File: config.mk
export PLATFORM = sky130hd
export DESIGN_NAME = qrs_div_cell
export DESIGN_NICKNAME = d
export VERILOG_FILES = /design/src/rtl/core/qrs_div_cell.sv
export SDC_FILE = /design/constraint.sdc
export NUM_CORES = 1
export LEC_CHECK = 0
export BUFFER_PORTS_ARGS = -buffer_cell sky130_fd_sc_hd__buf_2
export CORE_ASPECT_RATIO = 1.25
export CORE_MARGIN = 5
export CORE_UTILIZATION = 43
export CTS_BUF_LIST = sky130_fd_sc_hd__clkbuf_8 sky130_fd_sc_hd__clkbuf_16
export DETAILED_ROUTE_END_ITERATION = 8
export PLACE_DENSITY = 0.76
export SLEW_MARGIN = 20
export SYNTH_ARGS = -nofsm -noshare
export SYNTH_HDL_FRONTEND = slang
export SYNTH_SLANG_ARGS = --single-unit
File: constraint.sdc
create_clock -name clk -period 5.1 [get_ports clk]
set_input_delay 1.02 -clock clk [delete_from_list [all_inputs] [get_ports clk]]
set_output_delay 1.02 -clock clk [all_outputs]
set_load 0.01 [all_outputs]
File: src/rtl/core/qrs_div_cell.sv
// ----------------------------------------------------------------------------
// qrs_div_cell
// One quotient bit of a restoring divide, for both root lanes.
// ----------------------------------------------------------------------------
module qrs_div_cell #(
  parameter int NW     = 34,
  parameter int DENW   = 17,
  parameter int SIDE_W = 4
) (
  input  logic              clk,
  input  logic              rst_n,
  input  logic              up_valid,
  output logic              up_ready,
  input  logic [NW-1:0]     up_nq   [2],
  input  logic [DENW-1:0]   up_rem  [2],
  input  logic [DENW-1:0]   up_den  [2],
  input  logic [SIDE_W-1:0] up_side,
  output logic              dn_valid,
  input  logic              dn_ready,
  output logic [NW-1:0]     dn_nq   [2],
  output logic [DENW-1:0]   dn_rem  [2],
  output logic [DENW-1:0]   dn_den  [2],
  output logic [SIDE_W-1:0] dn_side
);

  logic              valid_r;
  logic [NW-1:0]     nq_r   [2];
  logic [DENW-1:0]   rem_r  [2];
  logic [DENW-1:0]   den_r  [2];
  logic [NW-1:0]     nq_nxt [2];
  logic [DENW-1:0]   rem_nxt[2];
  logic [SIDE_W-1:0] side_r;

  assign up_ready = !valid_r || dn_ready;

  for (genvar l = 0; l < 2; l++) begin : g_lane
    logic [DENW:0] rem2, diff;
    logic          ge;
    assign rem2       = {up_rem[l], up_nq[l][NW-1]};
    assign ge         = rem2 >= {1'b0, up_den[l]};
    assign diff       = rem2 - {1'b0, up_den[l]};
    assign rem_nxt[l] = ge ? diff[DENW-1:0] : rem2[DENW-1:0];
    assign nq_nxt[l]  = {up_nq[l][NW-2:0], ge};
  end

  always_ff @(posedge clk) begin
    if (!rst_n) begin
      valid_r <= 1'b0;
    end else if (up_ready) begin
      valid_r <= up_valid;
    end
  end

  always_ff @(posedge clk) begin
    if (up_valid && up_ready) begin
      nq_r   <= nq_nxt;
      rem_r  <= rem_nxt;
      den_r  <= up_den;
      side_r <= up_side;
    end
  end

  assign dn_valid = valid_r;
  assign dn_nq    = nq_r;
  assign dn_rem   = rem_r;
  assign dn_den   = den_r;
  assign dn_side  = side_r;

endmodule

==> impl_metrics.json, run 1 <==
{
  "drive_above_1_share": 0.4444,
  "hold_path.class": "flip-flop to flip-flop",
  "yosysUniqueCellTypes": 59,
  "vias": 4975,
  "cp_data_arrival_time_ps": 3750,
  "drv_cap": 0,
  "final_core_util": 0.5871,
  "ant_nets": 0,
  "initial_core_util": 0.4392,
  "synth_top_area_share": 0.6349,
  "critical_path.max_stage_delay_ps": 800,
  "path_clk_slew_ps": 60,
  "end_kind": "flip-flop",
  "synthCells": 477,
  "fin_skew_ps": 6.457,
  "cts_tree": "yes",
  "cts_resized": 0,
  "synthArstFlopShare": 0,
  "place.gp.congestion": 0.8882,
  "clock_latency_ps": 420,
  "critPathKind": "input port to flip-flop",
  "yosys_warnings": 0,
  "status": "finished, final reports clean",
  "clk_path_buf_depth": 2,
  "fmax_mhz": 279.0,
  "wl_per_cell_um": 17.75,
  "slew_violations": 0,
  "synth.avg_cell_area_sq_um": 13.88,
  "cp-start-kind": "input port",
  "path_common_cell": "o21ai_0",
  "fp-row-count": 50,
  "slowest_stage": "a41o_1",
  "setup_violations": 0,
  "grt_pass1_vias": 4934,
  "post_cts_buffers": 0,
  "grtUsageTotal": 0.1921,
  "dp_hpwl_um": 14010,
  "seq_area_frac_synth": 0.6379,
  "synthToLayoutAreaGrowth_pct": 33.67,
  "diodes": 0,
  "core_area_sq_um": 15080,
  "drc": 0,
  "overflow": 0,
  "h-tree-depth": 4,
  "port_buffers": 285,
  "drtPass1Iterations": 4,
  "irDropWorstVdd_mv": 0.1558,
  "vias_per_cell": 5.020,
  "p_leak_uw": 0.003923,
  "antenna_found_initial": 0,
  "wirelength_um": 17590,
  "timing_hold_violations_final": 0,
  "nets": 950,
  "synth_edf_count": 140,
  "drtIter0Drc": 233,
  "grt_pass1_wl_um": 26400,
  "cts.sinks": 141,
  "syn_nets": 657,
  "worst_pin_slew_ps": 855.0,
  "path_cells": "buf_2 > inv_1 > ha_1 > a21oi_1 > o21ai_0 > nor3_1 > o21ai_0 > a41o_1 > mux2_2",
  "die_height_um": 148.7,
  "grt_setup_unrepaired": "no",
  "min_period_ps": 3585,
  "crit_fanout": 18,
  "syn_area_sq_um": 6621,
  "slew_headroom": 0.4300,
  "root_buffer": "clkbuf_16",
  "numCtsBuffers": 17,
  "grt_max_degree": 82,
  "synthTopCellsByArea": "edfxtp_1 (63%), ha_1 (6.4%), mux2_2 (3.2%)",
  "chipWidth_um": 121.0,
  "synth_largest_area_cell": "edfxtp_1",
  "fillers": 1259,
  "io_pins": 286,
  "required_ps": 5270,
  "cts_hold_buffers": 0,
  "fin_setup_tns_ps": 0,
  "dieArea_sq_um": 18000,
  "ys.flop_type": "edfxtp_1",
  "powerDensity_nw_per_um2": 362.1,
  "fin_crit_sh": 0.7029,
  "synth-seq-cells": 141
}
[report_power, final]
part / leakage (uW) / switching, uW / internal (uW)
combinational: 0.00228 / 315 / 248
sequential: 0.00136 / 19.8 / 1390
clock: 0.000286 / 531 / 700
[worst max-delay path, delay by kind of cell]
kind | cells | cell delay (ps)
and+or+nand+nor | 1 | 100
adders and majority gates | 1 | 360
muxes | 1 | 420
AOI/OAI and AO/OA | 4 | 1730
buffers and inverters | 2 | 130
[cell usage in the layout (no fill, tap or decap), types with 3 or more instances in the layout]
master	instances
o31ai_1	7
xnor2_1	15
nor2_1	10
a22o_1	3
a211oi_1	3
a21oi_1	38
nand3_1	7
inv_8	8
nand4_1	4
nand2b_1	4
inv_1	45
nor3_1	6
clkbuf_16	17
edfxtp_1	140
xor2_1	7
a21boi_0	4
clkinvlp_4	3
nand2_1	19
buf_2	285
mux2_4	3
ha_1	34
o21ai_0	23
a21o_1	15
o211ai_1	5
o21bai_1	4
mux2_2	19
nand3b_1	3
o21a_1	4
nor2b_1	6
[per-layer routing]
metal	GRT usage	up-vias	part of all wire
li1	-	2412	-
met1	0.1998	2332	0.35
met2	0.3608	208	0.55
met3	0.05615	23	0.079
met4	0.07256	0	0.022
met5	0	-	0
[per-stage QoR]
step | hold WS [ps] | area (sq um) | worst slack (ps) | instances | power (uW)
after floorplan | 609.6 | 6621 | 139.3 | 477 | 1791
after global placement | 570.9 | 8257 | 1168 | 959 | 1988
after detailed placement | 615.5 | 8257 | 1098 | 959 | 2001
after CTS | 624.3 | 8851 | 1552 | 991 | 3240
after global routing | 683.7 | 8851 | 1244 | 991 | 3359
final | 626.2 | 8851 | 1515 | 991 | 3205
[cell usage after synthesis (2+ instances only)]
cell type    n
edfxtp_1   140
inv_1       45
a21oi_1     38
ha_1        34
o21ai_0     23
mux2_2      19
nand2_1     19
a21o_1      15
xnor2_1     15
nor2_1      10
clkbuf_1     7
nand3_1      7
o31ai_1      7
xor2_1       7
nor2b_1      6
nor3_1       6
o211ai_1     5
a21boi_0     4
nand2b_1     4
nand4_1      4
o21a_1       4
o21bai_1     4
a211oi_1     3
a22o_1       3
mux2_4       3
nand3b_1     3
a31oi_1      2
and3_1       2
buf_2        2
buf_6        2
fa_1         2
mux2i_1      2
o2111ai_1    2
or3_1        2
or4_1        2
[flip-flops by register name (all words and copies together) (netlist names)]
name / cells
dn_rem: 34
dn_valid: 1
dn_side: 4
dn_den: 34
dn_nq: 68
[final cells by class]
type / instances / area [sq um] / area share
sequential: 141 / 4224 / 0.4772
multi-input combinational: 278 / 2151 / 0.2430
timing repair buffer: 286 / 1446 / 0.1634
clock buffer: 17 / 425.4 / 0.04806
tap: 208 / 260.3 / 0.02940
inverter: 46 / 175.2 / 0.01979
clock inverter: 15 / 168.9 / 0.01908
[cells by family after synthesis]
family | share of synthesized area
fa+ha+maj | 0.07030
simple gates | 0.05801
xor+xnor | 0.02910
mux | 0.04214
compound gates | 0.1249
buf+inv | 0.03760
flops | 0.6379
[worst paths after layout]
check                                from    endpoint  slack (ps)  cells after the start
worst max-delay path            up_den[4]  dn_rem[15]        1520                      9
worst min-delay path             dn_valid    dn_valid         630                      2
worst max register to register   dn_valid   dn_den[8]        3110                      3
worst min register to register   dn_valid    dn_valid         630                      2
(Power assumes the default switching activity.)
==> run 2: changes to the inputs <==
--- a/config.mk
+++ b/config.mk
@@ -5,13 +5,14 @@
 export SDC_FILE = /design/constraint.sdc
 export NUM_CORES = 1
 export LEC_CHECK = 0
+export ABC_AREA = 1
 export BUFFER_PORTS_ARGS = -buffer_cell sky130_fd_sc_hd__buf_2
 export CORE_ASPECT_RATIO = 1.25
 export CORE_MARGIN = 5
-export CORE_UTILIZATION = 43
+export CORE_UTILIZATION = 49
 export CTS_BUF_LIST = sky130_fd_sc_hd__clkbuf_8 sky130_fd_sc_hd__clkbuf_16
 export DETAILED_ROUTE_END_ITERATION = 8
-export PLACE_DENSITY = 0.76
+export PLACE_DENSITY = 0.81
 export SLEW_MARGIN = 20
 export SYNTH_ARGS = -nofsm -noshare
 export SYNTH_HDL_FRONTEND = slang
==> constraint.sdc (replaced) <==
create_clock -name clk -period 3.4 [get_ports clk]
set_input_delay 0.68 -clock clk [delete_from_list [all_inputs] [get_ports clk]]
set_output_delay 0.68 -clock clk [all_outputs]
set_load 0.01 [all_outputs]
==> run 2 against run 1 <==
Compared with the run above:
- core utilization rose by 6.5 points
- highest routed layer is now met5
- clock skew hardly changed
- first-iteration DRC count rose by 48%
- critical endpoint is now dn_rem[31]
- power up 49%
==> impl_metrics.json, run 2 <==
{
  "powerDensity_nw_per_um2": 507.7,
  "synth_largest_area_cell": "edfxtp_1",
  "grtUsageTotal": 0.2151,
  "cts_resized": 0,
  "end_kind": "flip-flop",
  "root_buffer": "clkbuf_16",
  "cp-startpoint": "up_nq[67]",
  "yosysMostFrequentCell": "nand2_1",
  "cts.sinks": 141,
  "seq_area_frac_synth": 0.5875,
  "vias_per_cell": 4.879,
  "synthToLayoutAreaGrowth_pct": 30.73,
  "drive_above_1_share": 0.3264,
  "dp_hpwl_um": 14800,
  "path_clk_slew_ps": 60,
  "syn_area_sq_um": 7189,
  "grt_max_degree": 141,
  "yosysUniqueCellTypes": 33,
  "fp-row-count": 49,
  "wl_per_cell_um": 15.51,
  "overflow": 0,
  "final_common_cell": "buf_2",
  "synth_common_cells": "nand2_1 (262), edfxtp_1 (140), inv_1 (138)",
  "fin_skew_ps": 6.236,
  "slew_violations": 0,
  "cp_data_arrival_time_ps": 2510,
  "final_cell_mix": "buf_2 (285), nand2_1 (262), edfxtp_1 (140), inv_1 (136), nand3_1 (59)",
  "drtIter0Drc": 346,
  "fin_crit_sh": 0.6864,
  "r2r_start": "dn_valid",
  "grt_pass1_wl_um": 29400,
  "synth-seq-cells": 141,
  "grt_setup_unrepaired": "no",
  "worst_pin_slew_ps": 751.1,
  "cpLargestDelayFamily": "simple AND/OR/NAND/NOR gates",
  "place_ws_ps": 619.1,
  "r2r_slack_ps": 1850,
  "crit_fanout": 18,
  "synth_top_area_share": 0.5848,
  "place.gp.congestion": 0.9593,
  "p_leak_uw": 0.004873,
  "largest_reg_flops": 68,
  "antenna_found_initial": 4,
  "synth.avg_cell_area_sq_um": 9.689,
  "hp-start": "up_nq[19]",
  "h-tree-depth": 4,
  "path_common_cell": "nand2_1",
  "critPathKind": "input port to flip-flop",
  "status": "finished, final reports clean",
  "irDropWorstVdd_mv": 0.4020,
  "ant_nets": 0,
  "clock_latency_ps": 410,
  "ys.flop_type": "edfxtp_1",
  "numCtsBuffers": 17,
  "initial_core_util": 0.4990,
  "final_area_sq_um": 9399,
  "die_height_um": 145.4,
  "finalNonFillerCells": 1232,
  "chipWidth_um": 118.3,
  "min_period_ps": 2334,
  "hold_path.class": "input port to flip-flop",
  "fillers": 1153,
  "path_cells": "buf_2 > inv_1 > ha_1 > inv_1 > fa_1 > nand2_1 > nand2_2 > nand3_2 > nand2_2 > nand2_1 > nand2_2 > nand2_4 > nand2_8 > nand2_1 > nand2_1",
  "place_area_sq_um": 8823,
  "diodes": 0,
  "drv_cap": 0,
  "synthArstFlopShare": 0,
  "cts_hold_buffers": 0,
  "clk_path_buf_depth": 2,
  "placed_cells_incl_taps": 1200,
  "post_cts_buffers": 0,
  "port_buffers": 285,
  "synth_edf_count": 140,
  "setup_violations": 0,
  "core_area_sq_um": 14410,
  "cp-start-kind": "input port",
  "slew_headroom": 0.4993,
  "drtPass1Iterations": 5,
  "io_pins": 286,
  "nets": 1221,
  "drc": 0,
  "timing_hold_violations_final": 0,
  "fin_setup_tns_ps": 0,
  "setup_slack_ps": 1066,
  "path_buf_inv": 3,
  "final_core_util": 0.6524,
  "required_ps": 3570,
  "dieArea_sq_um": 17210,
  "critical_path.max_stage_delay_ps": 400,
  "slowest_stage": "fa_1",
  "cts_tree": "yes",
  "syn_nets": 922,
  "vias": 6011,
  "synthCells": 742,
  "wirelength_um": 19110,
  "grt_pass1_vias": 5900,
  "fmax_mhz": 428.5,
  "yosys_warnings": 0,
  "synthTopCellsByArea": "edfxtp_1 (58%), nand2_1 (14%), inv_1 (7.2%)"
}
## run 2: cell types whose count changed after synthesis, sizes merged, moves of 5 or more
cell / before / now
mux2: 22 / 0
a21o: 16 / 0
o211ai: 5 / 0
xor2: 7 / 13
nor2: 10 / 27
o21ai: 23 / 1
clkbuf: 7 / 0
a21oi: 38 / 22
o31ai: 7 / 0
nand3: 7 / 61
nor2b: 6 / 0
inv: 46 / 138
xnor2: 15 / 1
nand2: 20 / 275
## run 2: path summary, 6_finish.rpt
path | to | cells past startpoint
min reg2reg | dn_valid | 2
max reg2reg | dn_rem[8] | 2
min | dn_nq[20] | 1
max | dn_rem[31] | 15
## run 2: worst register-to-register path, cell delays in order, from the launching register on
cell,delay (ps)
dfxtp_1,340
a21oi_4,180
buf_12,540
## run 2: stage by stage
stage	hold slack (ps)	power, uW
6_report	435.1	4771
5_1_grt	405.4	5002
4_1_cts	416.6	4806
3_5_place_dp	573.9	2994
3_3_place_gp	521.6	2975
2_1_floorplan	627.6	2671
## run 2: metal layers
layer | global-route usage | share of wire
met1 | 0.2260 | 0.36
met2 | 0.4063 | 0.54
met3 | 0.06726 | 0.078
met4 | 0.06254 | 0.019
met5 | 0 | 0.0018
## run 2: power breakdown
part           internal, uW  leakage, uW  switching [uW]
logic                   321      0.00323             532
registers              2080      0.00137            29.2
clock network          1030     0.000278             778
## run 2: kinds of logic after synthesis
family,Yosys count,share of synthesized area
flops,141,0.5875
fa+ha+maj,36,0.06474
xor+xnor,14,0.01706
buf+inv,146,0.08232
compound gates,25,0.01914
simple gates,380,0.2292
## run 2: layout make-up
type,count,area [sq um],area share
well taps,178,222.7,0.02370
clock buffers,17,425.4,0.04526
flip-flops and latches,141,4224,0.4494
repair buffers,288,1461,0.1555
multi-input cells,455,2385,0.2537
clock inverters,15,150.1,0.01597
inverters,138,530.5,0.05644
