$ cat src/rtl/core/qrs_pkg.sv
// ----------------------------------------------------------------------------
// qrs_pkg
// Shared codes and constants of the quadratic root solver.
// ----------------------------------------------------------------------------
package qrs_pkg;

  typedef logic [1:0] kind_t;
  typedef logic [1:0] cls_t;

  localparam kind_t KIND_INF  = 2'd0;
  localparam kind_t KIND_NONE = 2'd1;
  localparam kind_t KIND_ONE  = 2'd2;
  localparam kind_t KIND_TWO  = 2'd3;

  localparam cls_t CLS_INF  = 2'd0;
  localparam cls_t CLS_NONE = 2'd1;
  localparam cls_t CLS_LIN  = 2'd2;
  localparam cls_t CLS_QUAD = 2'd3;

  localparam int RFRAC = 16;

endpackage

$ cat src/rtl/core/qrs_front.sv
// ----------------------------------------------------------------------------
// qrs_front
// Sign split, coefficient products and exact discriminant over three stages.
// ----------------------------------------------------------------------------
module qrs_front #(
  parameter int W      = 16,
  parameter int DW     = 2 * W + 1,
  parameter int SIDE_W = 3 * W + 5
) (
  input  logic              clk,
  input  logic              rst_n,
  input  logic              up_valid,
  output logic              up_ready,
  input  logic [W-1:0]      coef_a,
  input  logic [W-1:0]      coef_b,
  input  logic [W-1:0]      coef_c,
  output logic              dn_valid,
  input  logic              dn_ready,
  output logic [DW-1:0]     dn_disc,
  output logic [SIDE_W-1:0] dn_side
);

  logic          v0_r, v1_r, v2_r;
  logic          rdy0, rdy1, rdy2;
  logic [2:0]    sg0_r, sg1_r;
  logic [W-1:0]  am0_r, bm0_r, cm0_r;
  logic [W-1:0]  am1_r, bm1_r, cm1_r;
  logic [2*W-1:0] b2_r, ac_r;
  logic [DW-1:0] disc_r, disc_nxt;
  logic [SIDE_W-1:0] side_r, side_nxt;
  logic [W-1:0]  am_nxt, bm_nxt, cm_nxt;
  logic [DW-1:0] b2x, ac4, dsum, ddif;
  logic          opp, dge, dneg, az, bz, cz;
  qrs_pkg::cls_t cls;

  assign rdy2     = !v2_r || dn_ready;
  assign rdy1     = !v1_r || rdy2;
  assign rdy0     = !v0_r || rdy1;
  assign up_ready = rdy0;

  assign am_nxt = coef_a[W-1] ? (~coef_a + W'(1)) : coef_a;
  assign bm_nxt = coef_b[W-1] ? (~coef_b + W'(1)) : coef_b;
  assign cm_nxt = coef_c[W-1] ? (~coef_c + W'(1)) : coef_c;

  assign b2x  = {1'b0, b2_r};
  assign ac4  = {ac_r[2*W-2:0], 2'b00};
  assign dsum = b2x + ac4;
  assign ddif = b2x - ac4;
  assign dge  = b2x >= ac4;
  assign az   = am1_r == '0;
  assign bz   = bm1_r == '0;
  assign cz   = cm1_r == '0;
  assign opp  = !cz && (sg1_r[2] != sg1_r[0]);
  assign dneg = !opp && !dge;
  assign disc_nxt = opp ? dsum : ddif;

  always_comb begin
    if (az && bz) begin
      cls = cz ? qrs_pkg::CLS_INF : qrs_pkg::CLS_NONE;
    end else if (az) begin
      cls = qrs_pkg::CLS_LIN;
    end else if (dneg) begin
      cls = qrs_pkg::CLS_NONE;
    end else begin
      cls = qrs_pkg::CLS_QUAD;
    end
  end

  assign side_nxt = {cls, sg1_r, am1_r, bm1_r, cm1_r};

  always_ff @(posedge clk) begin
    if (!rst_n) begin
      v0_r <= 1'b0;
      v1_r <= 1'b0;
      v2_r <= 1'b0;
    end else begin
      if (rdy0) v0_r <= up_valid;
      if (rdy1) v1_r <= v0_r;
      if (rdy2) v2_r <= v1_r;
    end
  end

  always_ff @(posedge clk) begin
    if (up_valid && rdy0) begin
      sg0_r <= {coef_a[W-1], coef_b[W-1], coef_c[W-1]};
      am0_r <= am_nxt;
      bm0_r <= bm_nxt;
      cm0_r <= cm_nxt;
    end
    if (v0_r && rdy1) begin
      sg1_r <= sg0_r;
      am1_r <= am0_r;
      bm1_r <= bm0_r;
      cm1_r <= cm0_r;
      b2_r  <= bm0_r * bm0_r;
      ac_r  <= am0_r * cm0_r;
    end
    if (v1_r && rdy2) begin
      disc_r <= disc_nxt;
      side_r <= side_nxt;
    end
  end

  assign dn_valid = v2_r;
  assign dn_disc  = disc_r;
  assign dn_side  = side_r;

endmodule

$ cat config.mk
export PLATFORM = sky130hd
export DESIGN_NAME = qrs_front
export DESIGN_NICKNAME = d
export VERILOG_FILES = /design/src/rtl/core/qrs_pkg.sv /design/src/rtl/core/qrs_front.sv
export SDC_FILE = /design/constraint.sdc
export NUM_CORES = 1
export LEC_CHECK = 0
export ABC_CLOCK_PERIOD_IN_PS = 12100
export BUFFER_PORTS_ARGS = -buffer_cell sky130_fd_sc_hd__buf_2
export CAP_MARGIN = 20
export CORE_ASPECT_RATIO = 0.75
export CORE_MARGIN = 3
export CORE_UTILIZATION = 25
export DETAILED_ROUTE_END_ITERATION = 6
export PLACE_DENSITY = 0.47
export SYNTH_ARGS = -nofsm -noshare
export SYNTH_HDL_FRONTEND = slang
export SYNTH_SLANG_ARGS = --single-unit
$ cat constraint.sdc
create_clock -name clk -period 12.1 [get_ports clk]
set_input_delay 1.815 -clock clk [delete_from_list [all_inputs] [get_ports clk]]
set_output_delay 1.815 -clock clk [all_outputs]
set_load 0.005 [all_outputs]
==> results.md, run 1 <==
* Die width at 389 um
* Skew-Pair Late Insertion Delay at 0.56 ns
* Grt total ovfl at 0
* First-pass GRT wire length at 113 mm
* Wire length on met3 at 3.46 mm
* DR iter-0 viols at 992
* Placed cell areas at 29700 sq um
* Layout fillers at 11400
* CP delay by family, top: adder cells
* Max-cap violation count at 0
* Avg Inst Size Synth at 10.1 sq um
* Post-CTS sizing at 0
* I/O pins at 140
* Crit path kind: flop to flop
* Drt drc at 0
* Initial core utilization at 0.254
* Asr flop ratio synth at 0
* Site Rows at 104
* CTS clk-pin slew, worst paths at 0.06 ns
* TritonCTS clock tree: done
* Final Critical Period at 6.91 ns
* Dominant cell type by area after synthesis: edfxtp_1
* Post-CTS repair timing setup buffer count at 0
* Pin count of the biggest net entering global routing at 66
* Outcome: finished clean
* Fin Setup TNS at 0 ns
* Cell area after synthesis at 27500 sq um
* Final Util at 0.285
* Slew Viols, Final at 0
* Post-synth EDFFs at 247
* Syn_nets at 3389
* # nets final at 3495
* Crit-path slowest cell: edfxtp_1
* Routability-driven placement congestion ratio at 0.837
* Design area at 30800 sq um
* Critical Path RT at 12.40 ns
* WP buf/inv at 6
* Primary FF master, synth: edfxtp_1
* Avg WL per Cell at 16.5 um
* Top post-synthesis cells by area: edfxtp_1 27%, fa_1 26%, ha_1 12%
* Actual slew at the worst max-slew pin at 1.06 ns
* DRT antenna net count at 0
* Max Used Layer: met4
* Crit path launch type: flop
* Post-detail-place hpwl at 56.4 mm
* CP max FO at 21
* Cells after DPL at 4216
* Multi-input gate area at 17600 sq um
* Buffer depth of the longest clock path at 3
* Num CTS Buffers at 34
* Clock Skew at 0.0171 ns
* Filler-free cell count of the finished design at 4275
* HP Class: flop to flop
* N_diodes at 0
* CTS H-tree lvls at 2
* Post-synth cell types at 84
* Yosys top cell area share at 0.270
* Vias in the first global route at 19700
* Initial antenna violation count at 2
* Area Growth Syn to Fin at 12.3%
* M1 WL at 35.9 mm
* Synth Register Bits at 250
* CTS root buf: clkbuf_16
* # hold bufs at CTS at 0
* Vias at 18900
* Setup violators final at 0
* Final Cycle Share at 0.571
* Vias per inst at 4.42
* Register area share after synthesis at 0.272
* Crit end category: flop
* Die area at 114000 sq um
* Sequential Area at 7480 sq um
* Synth Instances at 2715
* CTS Sinks at 250
* Core Area at 108000 sq um
* Metal2 WL at 30.0 mm
* Critical Path AT at 7.21 ns
* Achievable Freq at 145 MHz
* Yosys Warn Count at 0
* CP Cell Sequence: and2_1 -> fa_1 -> inv_1 -> fa_1 -> inv_1 -> fa_1 -> inv_1 -> fa_1 -> inv_1 -> fa_1 -> inv_1 -> fa_1 -> inv_1 -> ha_1 -> and3_1 -> a31o_2 -> a211oi_2 -> o31ai_2 -> a31o_2 -> a2111oi_1 -> o21bai_1 -> xor2_1
* Hold Fails Final Rpt at 0
* Die height at 293 um
* DR pass1 iterations at 5
* Share of cells above drive strength 1 at 0.0865
* RSZ-0062 raised after global routing: no
* Total GRT Usage at 0.126
* Routed WL at 70.4 mm
* Port bufs at 138
* Slew Limit Headroom at 0.287
* Largest stage delay, worst path at 0.70 ns
## metrics by stage
stage / hold WS (ns) / setup slack, ns
after detailed placement: 0.406 / 5.16
after CTS: 0.419 / 5.14
after floorplan: 0.400 / 1.34
final: 0.417 / 5.19
after global placement: 0.402 / 5.25
after global routing: 0.434 / 4.77
## layout by cell type, fill, tap and decap left out, types with 6 or more instances in the layout
master / instances
o21a_1: 6
and3_1: 9
nor2_1: 98
nand3_1: 20
nor2b_1: 19
clkbuf_1: 6
nand2_1: 281
ha_1: 265
a31oi_1: 12
nand2b_1: 18
nor3_1: 13
or3_1: 13
o31ai_1: 18
o21ai_0: 63
a221oi_1: 7
xnor2_1: 98
a21o_1: 40
a211oi_1: 13
buf_2: 138
or2_2: 9
and2_1: 165
buf_4: 16
inv_1: 561
o21bai_1: 17
xor2_1: 37
nor4_1: 18
fa_1: 357
edfxtp_1: 247
a21oi_1: 111
clkbuf_16: 35
nand4_1: 13
## per-layer routing
layer | vias up | GRT usage
li1 | 8944 | -
met1 | 9558 | 0.189
met2 | 344 | 0.189
met3 | 59 | 0.0232
met4 | 0 | 0.0229
met5 | - | 0
## state kept, by name, indices dropped and copies added (netlist names)
| signal | count |
|---|---|
| v0_r | 1 |
| am0_r | 16 |
| cm0_r | 16 |
| sg0_r | 3 |
| dn_valid | 1 |
| bm0_r | 16 |
| v1_r | 1 |
| am1_r | 16 |
| cm1_r | 16 |
| b2_r | 30 |
| dn_side | 52 |
| sg1_r | 3 |
| dn_disc | 32 |
| bm1_r | 16 |
| ac_r | 31 |
## synth_stat cells, types with 6 or more instances
master / count
xor2_1: 37
xnor2_1: 98
o21bai_1: 17
a221oi_1: 7
nor2_1: 99
a21o_1: 40
nor2b_1: 20
or3_1: 13
o21a_1: 6
nand3_1: 20
clkbuf_1: 75
nand2_1: 281
o31ai_1: 18
fa_1: 357
o21ai_0: 63
nand4_1: 13
inv_1: 561
and2_1: 165
a31oi_1: 13
nor4_1: 18
edfxtp_1: 247
nand2b_1: 18
a211oi_1: 13
nor3_1: 13
a21oi_1: 111
and3_1: 9
ha_1: 265
or2_2: 9
## worst paths after layout
path | to | slack (ns) | cells past startpoint | from
max | b2_r[29] | 5.19 | 22 | bm0_r[1]
min | sg1_r[2] | 0.42 | 0 | sg0_r[2]
max reg2reg | b2_r[29] | 5.19 | 22 | bm0_r[1]
min reg2reg | sg1_r[2] | 0.42 | 0 | sg0_r[2]
## area by class of cell
cell class                 instances  area share
clock buffer                      41      0.0291
clock inverter                    18     0.00669
inverter                         561      0.0683
multi-input combinational       1820       0.569
sequential                       250       0.242
tap                             1431      0.0580
timing repair buffer             154      0.0263
## cells by family (layout without fill, tap and decap cells)
family                     after synthesis  after routing  share of synthesized area
other                                    1              1                   0.000137
AOI/OAI and AO/OA                      358            358                     0.0872
xor gates and xnor gates               135            135                     0.0431
buffers and inverters                  645            774                     0.0895
muxes                                    3              3                    0.00114
and+or+nand+nor                        701            701                      0.126
adders and majority gates              622            622                      0.381
DFF                                    250            250                      0.272
Power of run 1 is not shown: default switching activity piles up to over one toggle a cycle in this logic, so the estimate is an artifact.
==> run 2, diff against run 1 <==
Settings changed: ABC_CLOCK_PERIOD_IN_PS 12100 to 5700, PLACE_DENSITY 0.47 to 0.49.
Clock period 12.1 ns to 5.7 ns, I/O delays scaled along.
==> run 2 against run 1 <==
The run now ends with setup timing left. Register-to-register slack got worse by 5.6 ns. Non-clock buffer count up 297. Final cell count increased by 7.0%. Setup slack worse by 5.6 ns. Cell area is 10% higher. Sequential share of layout area fell by 2.3 points. Clock skew is 0.021 ns higher. Global-route usage up 0.65 points. Via count up 5.3%. Worst hold slack improved by 0.0029 ns. Critical path depth is 1 lower. Critical path type unchanged.
==> results.md, run 2 (same netlist as run 1, synthesis figures left out) <==
* Violated checks: setup timing
* Core Area at 108000 sq um
* Critical Path AT at 6.38 ns
* Routed WL at 74.2 mm
* Final worst setup slack at -0.364 ns
* DR iter-0 viols at 1099
* DR pass1 iterations at 5
* CTS clk-pin slew, worst paths at 0.06 ns
* TritonCTS clock tree: done
* Area Growth Syn to Fin at 24.1%
* Vias in the first global route at 20600
* Setup violators final at 21
* Clock Skew at 0.0385 ns
* Final Critical Period at 6.06 ns
* CTS root buf: clkbuf_16
* Achievable Freq at 165 MHz
* Die area at 114000 sq um
* Critical path origin: bm0_r[3]
* First-pass GRT wire length at 118 mm
* Site Rows at 104
* DRT antenna net count at 0
* Buffer depth of the longest clock path at 3
* RSZ-0062 raised after global routing: yes
* Hold Fails Final Rpt at 0
* I/O pins at 140
* RR Startpoint: bm0_r[3]
* Routability-driven placement congestion ratio at 0.857
* Grt total ovfl at 0
* Post-detail-place hpwl at 60.1 mm
* Number of flip-flops in the largest register at 52
* Vias per inst at 4.35
* Pin count of the biggest net entering global routing at 113
* CP endpoint: b2_r[29]
* HP Class: flop to flop
* Outcome: finished, violations left
* R2R Setup Slk at -0.36 ns
* DP Worst Slack at -0.518 ns
* Avg WL per Cell at 16.2 um
* Crit path kind: flop to flop
* Final Cycle Share at 1.06
* CTS Sinks at 250
* Critical Path RT at 6.02 ns
* Crit end category: flop
* Skew-Pair Late Insertion Delay at 0.58 ns
* Initial antenna violation count at 1
* Max-cap violation count at 0
* # nets final at 3792
* Die height at 293 um
* Share of cells above drive strength 1 at 0.215
* Crit path launch type: flop
* Reg2Reg Capture Point: b2_r[29]
* CP max FO at 4
* Slew Viols, Final at 0
* Total GRT Usage at 0.132
* Port bufs at 138
* Vias at 19900
* Num CTS Buffers at 34
* CTS H-tree lvls at 2
* Most frequent cells in the layout: 536 x inv_1, 348 x fa_1, 266 x nand2_1
* Actual slew at the worst max-slew pin at 0.958 ns
* Drt drc at 0
* Slew Limit Headroom at 0.356
* Reg2Reg Depth at 21
* Die width at 389 um
* Hold_ws at 0.420 ns
* Initial core utilization at 0.254
* Most common cell after layout, fill and taps aside: inv_1
[run 2: changes by cell type in the layout (fill, tap and decap cells not counted), moves of 18 or more]
cell,before,now
ha_1,265,244
a21oi_2,0,20
a21oi_1,111,88
buf_6,0,36
inv_2,0,24
inv_1,561,536
ha_4,0,18
buf_4,16,260
[run 2: routing by layer]
metal | track usage | vias to the layer above | part of all wire
met1 | 0.210 | 9946 | 0.53
met3 | 0.0230 | 57 | 0.049
met4 | 0.0206 | 0 | 0.013
met5 | 0 | - | 0
met2 | 0.189 | 359 | 0.41
li1 | - | 9546 | -
[run 2: area by class of cell]
class                   instances  area [sq um]
well taps                    1431          1790
clock buffers                  38           887
flip-flops and latches        250          7480
multi-input cells            1820         18200
diodes                          1          2.50
fillers                     11200         74000
inverters                     561          2110
clock inverters                23           205
repair buffers                451          3400
[run 2: through the flow]
| step | setup TNS [ns] | cells | instance area, sq um | utilization |
|---|---|---|---|---|
| CTS | -3.32 | 4559 | 33700 | 0.312 |
| finish | -3.74 | 4575 | 34100 | 0.315 |
| floorplan | -0.465 | 2715 | 27700 | - |
| global route | -9.27 | 4574 | 34100 | 0.315 |
| global placement | -5.10 | 4471 | 32000 | 0.296 |
| detailed placement | -6.58 | 4471 | 32000 | 0.296 |
[run 2: worst max-delay path: stages, from the launching register on]
cell and delay [ns]:
edfxtp_1 0.53, and2_4 0.21, fa_1 0.55, inv_2 0.04, fa_1 0.52, inv_1 0.05
fa_1 0.50, fa_1 0.43, fa_1 0.49, inv_1 0.05, fa_1 0.49, inv_2 0.04
ha_4 0.22, a21oi_2 0.11, o21ai_1 0.08, a31o_4 0.23, a211oi_4 0.31, o31ai_4 0.11
a31o_4 0.27, a2111oi_4 0.33, o21bai_1 0.11, xor2_1 0.16
[run 2: worst min path at each step]
stage          startpoint     endpoint  slack [ns]  cells after the start
5_1_grt          sg0_r[2]     sg1_r[2]        0.42                      0
6_report         sg0_r[2]     sg1_r[2]        0.42                      0
4_1_cts          sg0_r[2]     sg1_r[2]        0.42                      0
2_1_floorplan    sg1_r[1]  dn_side[49]        0.40                      0
3_3_place_gp     sg0_r[1]     sg1_r[1]        0.40                      0
3_5_place_dp     sg0_r[2]     sg1_r[2]        0.41                      0
[run 2: repair_timing]
action,CTS,global route
pin swaps,53,59
endpoints found under the setup margin,27,31
hold buffers,0,0
gates cloned,1,0
buffers inserted,26,15
gates resized for setup,95,70
Power of run 2 is left out for the same reason.
