File: config.mk
export PLATFORM = sky130hd
export DESIGN_NAME = qrs_sqrt_cell
export DESIGN_NICKNAME = d
export VERILOG_FILES = /design/src/rtl/core/qrs_sqrt_cell.sv
export SDC_FILE = /design/constraint.sdc
export NUM_CORES = 1
export LEC_CHECK = 0
export BUFFER_PORTS_ARGS = -buffer_cell sky130_fd_sc_hd__buf_2
export CORE_MARGIN = 2
export CORE_UTILIZATION = 35
export DETAILED_ROUTE_END_ITERATION = 7
export GPL_TIMING_DRIVEN = 0
export HOLD_SLACK_MARGIN = 0.12
export PLACE_DENSITY = 0.6
export SLEW_MARGIN = 5
export SYNTH_ARGS = -nofsm -noshare
export SYNTH_HDL_FRONTEND = slang
export SYNTH_SLANG_ARGS = --single-unit
File: constraint.sdc
create_clock -name clk -period 10.9 [get_ports clk]
set_input_delay 0 -clock clk [delete_from_list [all_inputs] [get_ports clk]]
set_output_delay 0 -clock clk [all_outputs]
set_load 0.05 [all_outputs]
File: src/rtl/core/qrs_sqrt_cell.sv
// ----------------------------------------------------------------------------
// qrs_sqrt_cell
// One root bit of a digit-by-digit integer square root.
// ----------------------------------------------------------------------------
module qrs_sqrt_cell #(
  parameter int SW     = 33,
  parameter int SIDE_W = 53
) (
  input  logic              clk,
  input  logic              rst_n,
  input  logic              up_valid,
  output logic              up_ready,
  input  logic [2*SW-1:0]   up_rad,
  input  logic [SW:0]       up_rem,
  input  logic [SW-1:0]     up_root,
  input  logic [SIDE_W-1:0] up_side,
  output logic              dn_valid,
  input  logic              dn_ready,
  output logic [2*SW-1:0]   dn_rad,
  output logic [SW:0]       dn_rem,
  output logic [SW-1:0]     dn_root,
  output logic [SIDE_W-1:0] dn_side
);

  logic              valid_r;
  logic [2*SW-1:0]   rad_r;
  logic [SW:0]       rem_r, rem_nxt;
  logic [SW-1:0]     root_r, root_nxt;
  logic [SIDE_W-1:0] side_r;
  logic [SW+2:0]     rem2, trial, diff;
  logic              ge;

  assign up_ready = !valid_r || dn_ready;

  assign rem2     = {up_rem, up_rad[2*SW-1 -: 2]};
  assign trial    = {1'b0, up_root, 2'b01};
  assign ge       = rem2 >= trial;
  assign diff     = rem2 - trial;
  assign rem_nxt  = ge ? diff[SW:0] : rem2[SW:0];
  assign root_nxt = {up_root[SW-2:0], ge};

  always_ff @(posedge clk) begin
    if (!rst_n) begin
      valid_r <= 1'b0;
    end else if (up_ready) begin
      valid_r <= up_valid;
    end
  end

  always_ff @(posedge clk) begin
    if (up_valid && up_ready) begin
      rad_r  <= {up_rad[2*SW-3:0], 2'b00};
      rem_r  <= rem_nxt;
      root_r <= root_nxt;
      side_r <= up_side;
    end
  end

  assign dn_valid = valid_r;
  assign dn_rad   = rad_r;
  assign dn_rem   = rem_r;
  assign dn_root  = root_r;
  assign dn_side  = side_r;

endmodule

==> results by group, run 1 <==
Run status
  – Outcome: finished, final reports clean

GRT
  – Antenna violations before repair: 1
  – Overall track demand over capacity in global routing: 20.7%
  – Via count of the first global-routing pass: 7,115
  – Remaining Overflow, GRT: 0
  – Global-route wire length before repair: 38.2 mm
  – Largest net degree at the start of global routing: 70

Floorplanning
  – Area of the placeable core: 0.0226 mm²
  – Full die area: 0.0242 mm²
  – Chip Height: 155 µm
  – Effective utilization at floorplan: 35.6%
  – Top-level I/O count: 378
  – Std cell rows: 55
  – Die width: 155 µm

STA
  – Share of the clock period used by the worst path: 33.9%
  – Worst slew margin relative to its limit: 39.1%
  – Total negative setup slack: 0 ps
  – Total of endpoints with negative setup slack in the final report: 0
  – Clk_skew: 10.6 ps
  – Measured slew at the worst slew-check pin: 914 ps
  – Unrepaired setup endpoints after global routing: no
  – Fmax: 0.271 GHz
  – Total count of hold-check failures in the final report: 0
  – Total count of max-transition violations in the final report: 0
  – Final Critical Period: 3690 ps

Power
  – Worst-case vdd ir drop: 123 µV
  – Leakage power figure: 5.66 nW
  – PD cells: 155 mW/mm²

Place
  – Global placement routability congestion: 0.836
  – DPL Wire Length: 18.8 mm
  – Placed cells: 1,239
  – IO buf count: 375

Routing
  – DRC violations left: 0
  – Total wirelength of the detailed-routed design: 26.1 mm
  – Number of vias in the routed layout: 6,928
  – Violation count after the first detailed-routing iteration: 354
  – Routed wire length per instance: 17.9 µm
  – Detailed-routing iteration count for the pre-antenna-repair pass: 4
  – Via density: 4.75
  – Detail Route Antenna Nets: 0

Run
  – Max-Cap Viols: 0

Worst setup path
  – Kind of cell with the highest combined delay on the critical path: buffers and inverters
  – Number of buffer and inverter stages on the critical path: 5
  – Path length in cells of the critical path: 13
  – Critical path endpoint: dn_rem[1]
  – Number of cells traversed by the worst register-to-register path: 4
  – Most used cell, CP: dlygate4sd3_1
  – List of cells traversed by the critical path: dlygate4sd3_1 > buf_2 > ha_1 > a21oi_1 > nor2_1 > o41ai_2 > a21oi_2 > o21ai_0 > a22o_1 > buf_6 > clkbuf_1 > o21ai_1 > dlygate4sd3_1
  – Classification of the worst setup path: input pin to register
  – CP required: 11,070 ps
  – Worst reg2reg path endpoint: dn_rem[6]
  – Worst endpoint data arrival time: 3870 ps
  – Kind of capture point of the worst setup path: register
  – FF-to-FF Start: dn_valid
  – Biggest fanout along the worst timing path: 10
  – Slowest library cell on the worst path: dlygate4sd3_1
  – CP Launch Point: up_rem[5]
  – Startpoint Class: input pin
  – Maximum single-stage delay on the critical path: 590 ps
  – R2R Setup Slk: 8600 ps

Yosys
  – Yosys warns: 0
  – Synthesized netlist cell count: 576
  – Synth area leader: edfxtp_1
  – EDFF count, synth: 184
  – Flip-flop and latch count after synthesis: 185
  – Async set or reset register ratio after synthesis: 0%
  – Share of the synthesized area in the top cell type: 68.8%
  – Synth area leaders: edfxtp_1 (69%), ha_1 (5.5%), inv_1 (2.2%)
  – Fraction of the yosys area taken by sequential cells: 69.1%
  – Most frequently used flop master after synthesis: edfxtp_1
  – Per-instance average area after synthesis: 13.9 µm²
  – Netlist Area Pre-Place: 0.00803 mm²
  – Post-synthesis cell type count: 60

CTS
  – Number of buffers created by CTS: 17
  – Clock slew seen by the registers of the worst setup and hold paths: 80 ps
  – TritonCTS clock tree: done
  – Root buffer cell: clkbuf_16
  – Cells resized by post-CTS repair: 0
  – Worst-case clock buffer depth: 2
  – Clock latency on the worst-skew pair: 430 ps
  – Number of H-tree branching levels: 4
  – Buffer count from post-CTS setup fixing: 0
  – Clock sink count: 185

Layout
  – Highest-count cells in the layout ignoring fill and taps: buf_2 (378), dlygate4sd3_1 (186), edfxtp_1 (184)
  – Non-Filler Instances: 1,458
  – Layout Nets: 1,384
  – Utilization of the core after routing: 56.6%
  – Syn-to-layout area delta: 59.3%
  – Leading cell type in the layout, fill and taps excluded: buf_2
  – Fraction of layout cells with a size suffix above 1: 36.2%

Hold path
  – Hold path cells: 2
  – Path class of the lowest-slack min-delay path: input pin to register
cells in the mapped netlist (all sizes together) (3+ instances only):
master,n
nor2b,3
and2,5
nand4,7
nand2,47
nand3,5
ha,35
buf,7
o21bai,9
and3,8
o21ai,36
o211ai,5
and4,3
clkbuf,9
nor2,21
inv,49
edfxtp,184
a31o,4
a21boi,5
nand2b,7
nor3,12
o31ai,9
xnor2,13
a21o,18
a21oi,29
xor2,7
o21a,8
or3,3
layout make-up:
class	instances	area [µm²]
well taps	285	357
clock buffers	17	425
inverters	49	184
repair buffers	563	3790
clock inverters	15	174
fillers	1888	9790
flip-flops and latches	185	5550
multi-input cells	327	2220
diodes	1	2.50
plain buffers	16	82.6
per-stage QoR:
step | total power, W | setup slack (ps) | area, µm² | hold WS, ps
floorplan | 0.00119 | 5100 | 8030 | 98.9
global placement | 0.00132 | 3830 | 10300 | 176
detailed placement | 0.00132 | 7800 | 10300 | 178
CTS | 0.00200 | 7210 | 12800 | 261
global route | 0.00206 | 6990 | 12800 | 274
finish | 0.00198 | 7210 | 12800 | 278
what timing repair did:
item | 4_1_cts | 5_1_grt
setup endpoints to repair | 0 | 0
endpoints found under the hold margin | 184 | 0
hold buffers | 186 | 0
how the worst min path moves through the flow:
stage	start	endpoint	slack [ps]
after floorplan	up_rad[8]	dn_rad[10]	100
after CTS	up_rad[26]	dn_rad[28]	260
after global routing	up_side[38]	dn_side[38]	270
after global placement	up_side[47]	dn_side[47]	180
after detailed placement	up_rad[55]	dn_rad[57]	180
final	up_rad[27]	dn_rad[29]	280
kinds of logic after synthesis:
group	Yosys count	share of synthesized area, %
AOI/OAI and AO/OA	142	11.9
xor gates and xnor gates	20	2.18
adders and majority gates	35	5.46
buffers and inverters	65	3.32
DFF	185	69.1
muxes	2	0.265
other	1	0.0467
and+or+nand+nor	126	7.76
flip-flops by register name, indices dropped and copies added, names as in the netlist:
register	count
dn_side	53
dn_valid	1
dn_rem	34
dn_root	33
dn_rad	64
where the power goes:
part	switching [W]	internal, W	leakage, nW
clock	0.000310	0.000311	0.292
sequential	0.0000129	0.000848	1.79
combinational	0.000334	0.000165	3.58
routing by layer:
layer  GRT usage (%)  wire length, µm
met5               0                0
met4            5.81              538
met3            6.16             1780
met2            38.7            13800
met1            22.7             9970
No activity file was read; power rests on OpenSTA's default activity.
==> run 2: changes to the inputs <==
==> constraint.sdc (replaced) <==
create_clock -name clk -period 3.4 [get_ports clk]
set_input_delay 0 -clock clk [delete_from_list [all_inputs] [get_ports clk]]
set_output_delay 0 -clock clk [all_outputs]
set_load 0.05 [all_outputs]
==> results by group, run 2 (synthesis results as in run 1) <==
Layout
  – Fraction of layout cells with a size suffix above 1: 36.3%
  – Summed area of non-filler cells in the final layout: 0.0128 mm²
  – Highest-count cells in the layout ignoring fill and taps: buf_2 (378), dlygate4sd3_1 (185), edfxtp_1 (184)
  – Non-Filler Instances: 1,460
  – Number of fillers in the final layout: 1,879
  – Leading cell type in the layout, fill and taps excluded: buf_2
  – Largest register FFs: 64
  – Layout Nets: 1,383
  – Syn-to-layout area delta: 59.3%

Floorplanning
  – Area of the placeable core: 0.0226 mm²
  – Std cell rows: 55
  – Top-level I/O count: 378
  – Die width: 155 µm
  – Effective utilization at floorplan: 35.6%
  – Full die area: 0.0242 mm²
  – Chip Height: 155 µm

Hold path
  – Hold path start: up_valid
  – Hold Crit Endpoint: dn_side[14]
  – Path class of the lowest-slack min-delay path: input pin to register
  – Hold path cells: 2

Place
  – Placed cells: 1,239
  – DPL Wire Length: 18.5 mm
  – Global placement routability congestion: 0.849
  – IO buf count: 375
  – Placed cell areas: 0.0103 mm²

Routing
  – DRC violations left: 0
  – Detailed-routing iteration count for the pre-antenna-repair pass: 4
  – Violation count after the first detailed-routing iteration: 415
  – Total wirelength of the detailed-routed design: 26.0 mm
  – Routed wire length per instance: 17.8 µm
  – Detail Route Antenna Nets: 0
  – Via density: 4.71
  – Number of vias in the routed layout: 6,883

CTS
  – Clock slew seen by the registers of the worst setup and hold paths: 90 ps
  – Worst-case clock buffer depth: 2
  – Clock sink count: 185
  – Clock latency on the worst-skew pair: 440 ps
  – Root buffer cell: clkbuf_16
  – Number of buffers created by CTS: 17
  – TritonCTS clock tree: done
  – Buffer count from post-CTS setup fixing: 0
  – Number of H-tree branching levels: 4

STA
  – Minimum hold slack: 265 ps
  – Total count of max-transition violations in the final report: 0
  – Fmax: 0.309 GHz
  – Worst slew margin relative to its limit: 49.4%
  – Total count of hold-check failures in the final report: 0
  – Share of the clock period used by the worst path: 95.0%
  – Total of endpoints with negative setup slack in the final report: 0
  – Total negative setup slack: 0 ps
  – Unrepaired setup endpoints after global routing: no
  – Clk_skew: 18.8 ps
  – Final Critical Period: 3230 ps
  – Measured slew at the worst slew-check pin: 759 ps

Worst setup path
  – R2R Setup Slk: 1540 ps
  – Startpoint Class: input pin
  – Worst reg2reg path endpoint: dn_rem[6]
  – CP required: 3560 ps
  – Worst endpoint data arrival time: 3390 ps
  – FF-to-FF Start: dn_valid
  – Classification of the worst setup path: input pin to register
  – Kind of capture point of the worst setup path: register
  – Number of cells traversed by the worst register-to-register path: 3
  – Biggest fanout along the worst timing path: 10

GRT
  – Overall track demand over capacity in global routing: 20.7%
  – Antenna violations before repair: 4
  – Remaining Overflow, GRT: 0
  – Global-route wire length before repair: 37.9 mm
  – Via count of the first global-routing pass: 7,003
  – Largest net degree at the start of global routing: 68

Power
  – Power after layout: 0.00636 W
  – Worst-case vdd ir drop: 298 µV
  – PD cells: 497 mW/mm²
  – Leakage power figure: 5.66 nW

Run status
  – Outcome: finished, final reports clean

Run
  – Max-Cap Viols: 0
## run 2: worst max-delay path by stage
stage | startpoint | end | slack, ps | cells past startpoint
after detailed placement | up_root[5] | dn_rem[29] | 360 | 13
after CTS | up_rem[5] | dn_rem[6] | 240 | 13
after global routing | up_root[5] | dn_rem[6] | 20 | 14
after global placement | up_root[5] | dn_rem[29] | 410 | 13
after floorplan | dn_valid | dn_rad[10] | 600 | 2
final | up_rem[5] | dn_rem[29] | 170 | 13
## run 2: per-layer routing
metal  track usage [%]  wire, µm
met5                 0        13
met1              22.9      9990
met2              37.7     13700
met3              6.63      1830
met4              6.77       456
## run 2: layout make-up
type,count,area (µm²),area share [%]
Multi-Input combinational cell,327,2220,17.4
Clock buffer,18,429,3.36
Antenna cell,4,10.0,0.0783
Tap cell,285,357,2.79
Inverter,49,184,1.44
Sequential cell,185,5550,43.4
Timing Repair Buffer,562,3780,29.6
Clock inverter,14,170,1.33
Buffer,16,83.8,0.656
## run 2: per-stage QoR
stage / setup WS [ps] / utilization, %
after floorplan: 596 / -
after global placement: 408 / 45.5
after detailed placement: 356 / 45.7
after CTS: 237 / 56.6
after global routing: 20.6 / 56.6
final: 169 / 56.6
## run 2: worst max-delay path: stages
cell and delay (ps):
dlygate4sd3_1 540, buf_2 130, ha_1 350, a21oi_1 170
nor2_1 70, o41ai_2 630, a21oi_2 170, o21ai_0 190
a22o_1 250, buf_6 170, buf_2 310, mux2i_1 250
o211ai_1 140
## run 2: timing repair
item / CTS / global route
endpoints found under the hold margin: 184 / 0
hold buffers: 185 / 0
setup endpoints to repair: 0 / 1
resized for setup: 0 / 2
## run 2: where the power goes
group	internal, W	total [W]	switching (W)
Clock	0.00100	0.00200	0.00101
Combinational	0.000527	0.00159	0.00107
Sequential	0.00272	0.00276	0.0000425
==> run 3: changes to the inputs <==
--- a/config.mk
+++ b/config.mk
@@ -6,12 +6,12 @@
 export NUM_CORES = 1
 export LEC_CHECK = 0
 export BUFFER_PORTS_ARGS = -buffer_cell sky130_fd_sc_hd__buf_2
-export CORE_MARGIN = 2
-export CORE_UTILIZATION = 35
+export CORE_AREA = 2 2 147 149
 export DETAILED_ROUTE_END_ITERATION = 7
+export DIE_AREA = 0 0 149 151
 export GPL_TIMING_DRIVEN = 0
 export HOLD_SLACK_MARGIN = 0.12
-export PLACE_DENSITY = 0.6
+export PLACE_DENSITY = 0.65
 export SLEW_MARGIN = 5
 export SYNTH_ARGS = -nofsm -noshare
 export SYNTH_HDL_FRONTEND = slang
==> results by group, run 3 (synthesis results as in run 1) <==
STA
  – Total of endpoints with negative setup slack in the final report: 0
  – Fmax: 0.319 GHz
  – Total count of hold-check failures in the final report: 0
  – Unrepaired setup endpoints after global routing: no
  – Worst slew margin relative to its limit: 45.0%
  – Final Critical Period: 3140 ps
  – Total negative setup slack: 0 ps
  – Minimum hold slack: 267 ps
  – Worst Slack Setup Final: 262 ps
  – Share of the clock period used by the worst path: 92.3%
  – Total count of max-transition violations in the final report: 0
  – Measured slew at the worst slew-check pin: 825 ps
  – Clk_skew: 9.13 ps

CTS
  – Clock latency on the worst-skew pair: 430 ps
  – Clock slew seen by the registers of the worst setup and hold paths: 80 ps
  – Cells resized by post-CTS repair: 0
  – Number of buffers inserted for hold repair after clock tree synthesis: 185
  – Number of H-tree branching levels: 4
  – TritonCTS clock tree: done
  – Worst-case clock buffer depth: 2
  – Buffer count from post-CTS setup fixing: 0
  – Root buffer cell: clkbuf_16
  – Clock sink count: 185
  – Number of buffers created by CTS: 17

Layout
  – Highest-count cells in the layout ignoring fill and taps: buf_2 (378), dlygate4sd3_1 (185), edfxtp_1 (184)
  – Number of fillers in the final layout: 1,619
  – Utilization of the core after routing: 61.4%
  – Non-Filler Instances: 1,455
  – Layout Nets: 1,383
  – Leading cell type in the layout, fill and taps excluded: buf_2
  – Register area: 0.00555 mm²
  – Fraction of layout cells with a size suffix above 1: 36.3%
  – Combined area of the multi-input logic cells: 0.00222 mm²
  – Largest register FFs: 64
  – Syn-to-layout area delta: 59.3%

Power
  – Leakage power figure: 5.66 nW
  – PD cells: 500 mW/mm²
  – Worst-case vdd ir drop: 331 µV

Floorplanning
  – Area of the placeable core: 0.0208 mm²
  – Die width: 149 µm
  – Full die area: 0.0225 mm²
  – Effective utilization at floorplan: 38.6%
  – Top-level I/O count: 378
  – Chip Height: 151 µm
  – Std cell rows: 53

Place
  – Placed cells: 1,229
  – IO buf count: 375
  – DPL Wire Length: 18.8 mm
  – Global placement routability congestion: 0.847
  – Setup WS pre-CTS: 346 ps

GRT
  – Met3 usage in global routing: 6.05%
  – Busiest grt layer: met2
  – Overall track demand over capacity in global routing: 22.5%
  – Antenna violations before repair: 7
  – Met2 Use GR: 41.8%
  – Largest net degree at the start of global routing: 68
  – Remaining Overflow, GRT: 0
  – Global-route wire length before repair: 37.7 mm
  – GR met1 Demand/Resource: 24.3%
  – Via count of the first global-routing pass: 7,015

Worst setup path
  – List of cells traversed by the critical path: dlygate4sd3_1 > buf_2 > ha_1 > a21oi_1 > nor2_1 > o41ai_2 > a21oi_2 > o21ai_0 > a22o_1 > buf_6 > clkbuf_1 > nand2_1 > o31ai_1
  – CP required: 3630 ps
  – Worst endpoint data arrival time: 3370 ps
  – Biggest fanout along the worst timing path: 10
  – Kind of capture point of the worst setup path: register
  – FF-to-FF Start: dn_valid
  – CP Launch Point: up_rem[5]
  – Critical path endpoint: dn_rem[22]
  – Worst reg2reg path endpoint: dn_rem[2]
  – Classification of the worst setup path: input pin to register
  – R2R Setup Slk: 1510 ps
  – Maximum single-stage delay on the critical path: 570 ps
  – Startpoint Class: input pin
  – Slowest library cell on the worst path: o41ai_2
  – Number of cells traversed by the worst register-to-register path: 3

Run status
  – Outcome: finished, final reports clean

Routing
  – Routed wire length per instance: 17.9 µm
  – Total wirelength of the detailed-routed design: 26.0 mm
  – Detail Route Antenna Nets: 0
  – DRC violations left: 0
  – Detailed-routing iteration count for the pre-antenna-repair pass: 4
  – Violation count after the first detailed-routing iteration: 262
  – Via density: 4.79
  – Number of vias in the routed layout: 6,970

Hold path
  – Hold path cells: 2
  – Path class of the lowest-slack min-delay path: input pin to register

Run
  – Max-Cap Viols: 0
[run 3: per-stage QoR]
| stage | instance area, µm² | power, W |
|---|---|---|
| 2_1_floorplan | 8030 | 0.00381 |
| 3_3_place_gp | 10300 | 0.00420 |
| 3_5_place_dp | 10300 | 0.00422 |
| 4_1_cts | 12800 | 0.00643 |
| 5_1_grt | 12800 | 0.00665 |
| 6_report | 12800 | 0.00639 |
[run 3: worst max-delay path: cells and delay by family]
family | cells | cell delay [ps]
simple gates | 2 | 190
compound gates | 6 | 1440
buf+inv | 4 | 1360
fa+ha+maj | 1 | 360
[run 3: area by class of cell]
| type | count | area share, % |
|---|---|---|
| clock buffer | 18 | 3.43 |
| antenna | 9 | 0.176 |
| buffer | 16 | 0.646 |
| multi-input combinational | 327 | 17.4 |
| inverter | 49 | 1.44 |
| sequential | 185 | 43.4 |
| clock inverter | 14 | 1.31 |
| timing repair buffer | 562 | 29.6 |
| tap | 275 | 2.69 |
[run 3: routing by layer]
metal	up-vias	wire length, µm
met5	-	0
met4	0	637
met3	48	1860
met2	270	14000
met1	3315	9480
li1	3337	-
[run 3: power breakdown]
part	switching (W)	internal, W
Combinational	0.00107	0.000527
Sequential	0.0000424	0.00272
Clock	0.00102	0.00102
Total	0.00213	0.00426
[run 3: how the worst min path moves through the flow]
stage / start / endpoint / slack [ps]
floorplan: up_rad[8] / dn_rad[10] / 100
finish: up_rad[53] / dn_rad[55] / 270
detailed placement: up_rad[53] / dn_rad[55] / 180
global route: up_rad[33] / dn_rad[35] / 250
global placement: up_rad[34] / dn_rad[36] / 180
CTS: up_rad[53] / dn_rad[55] / 250
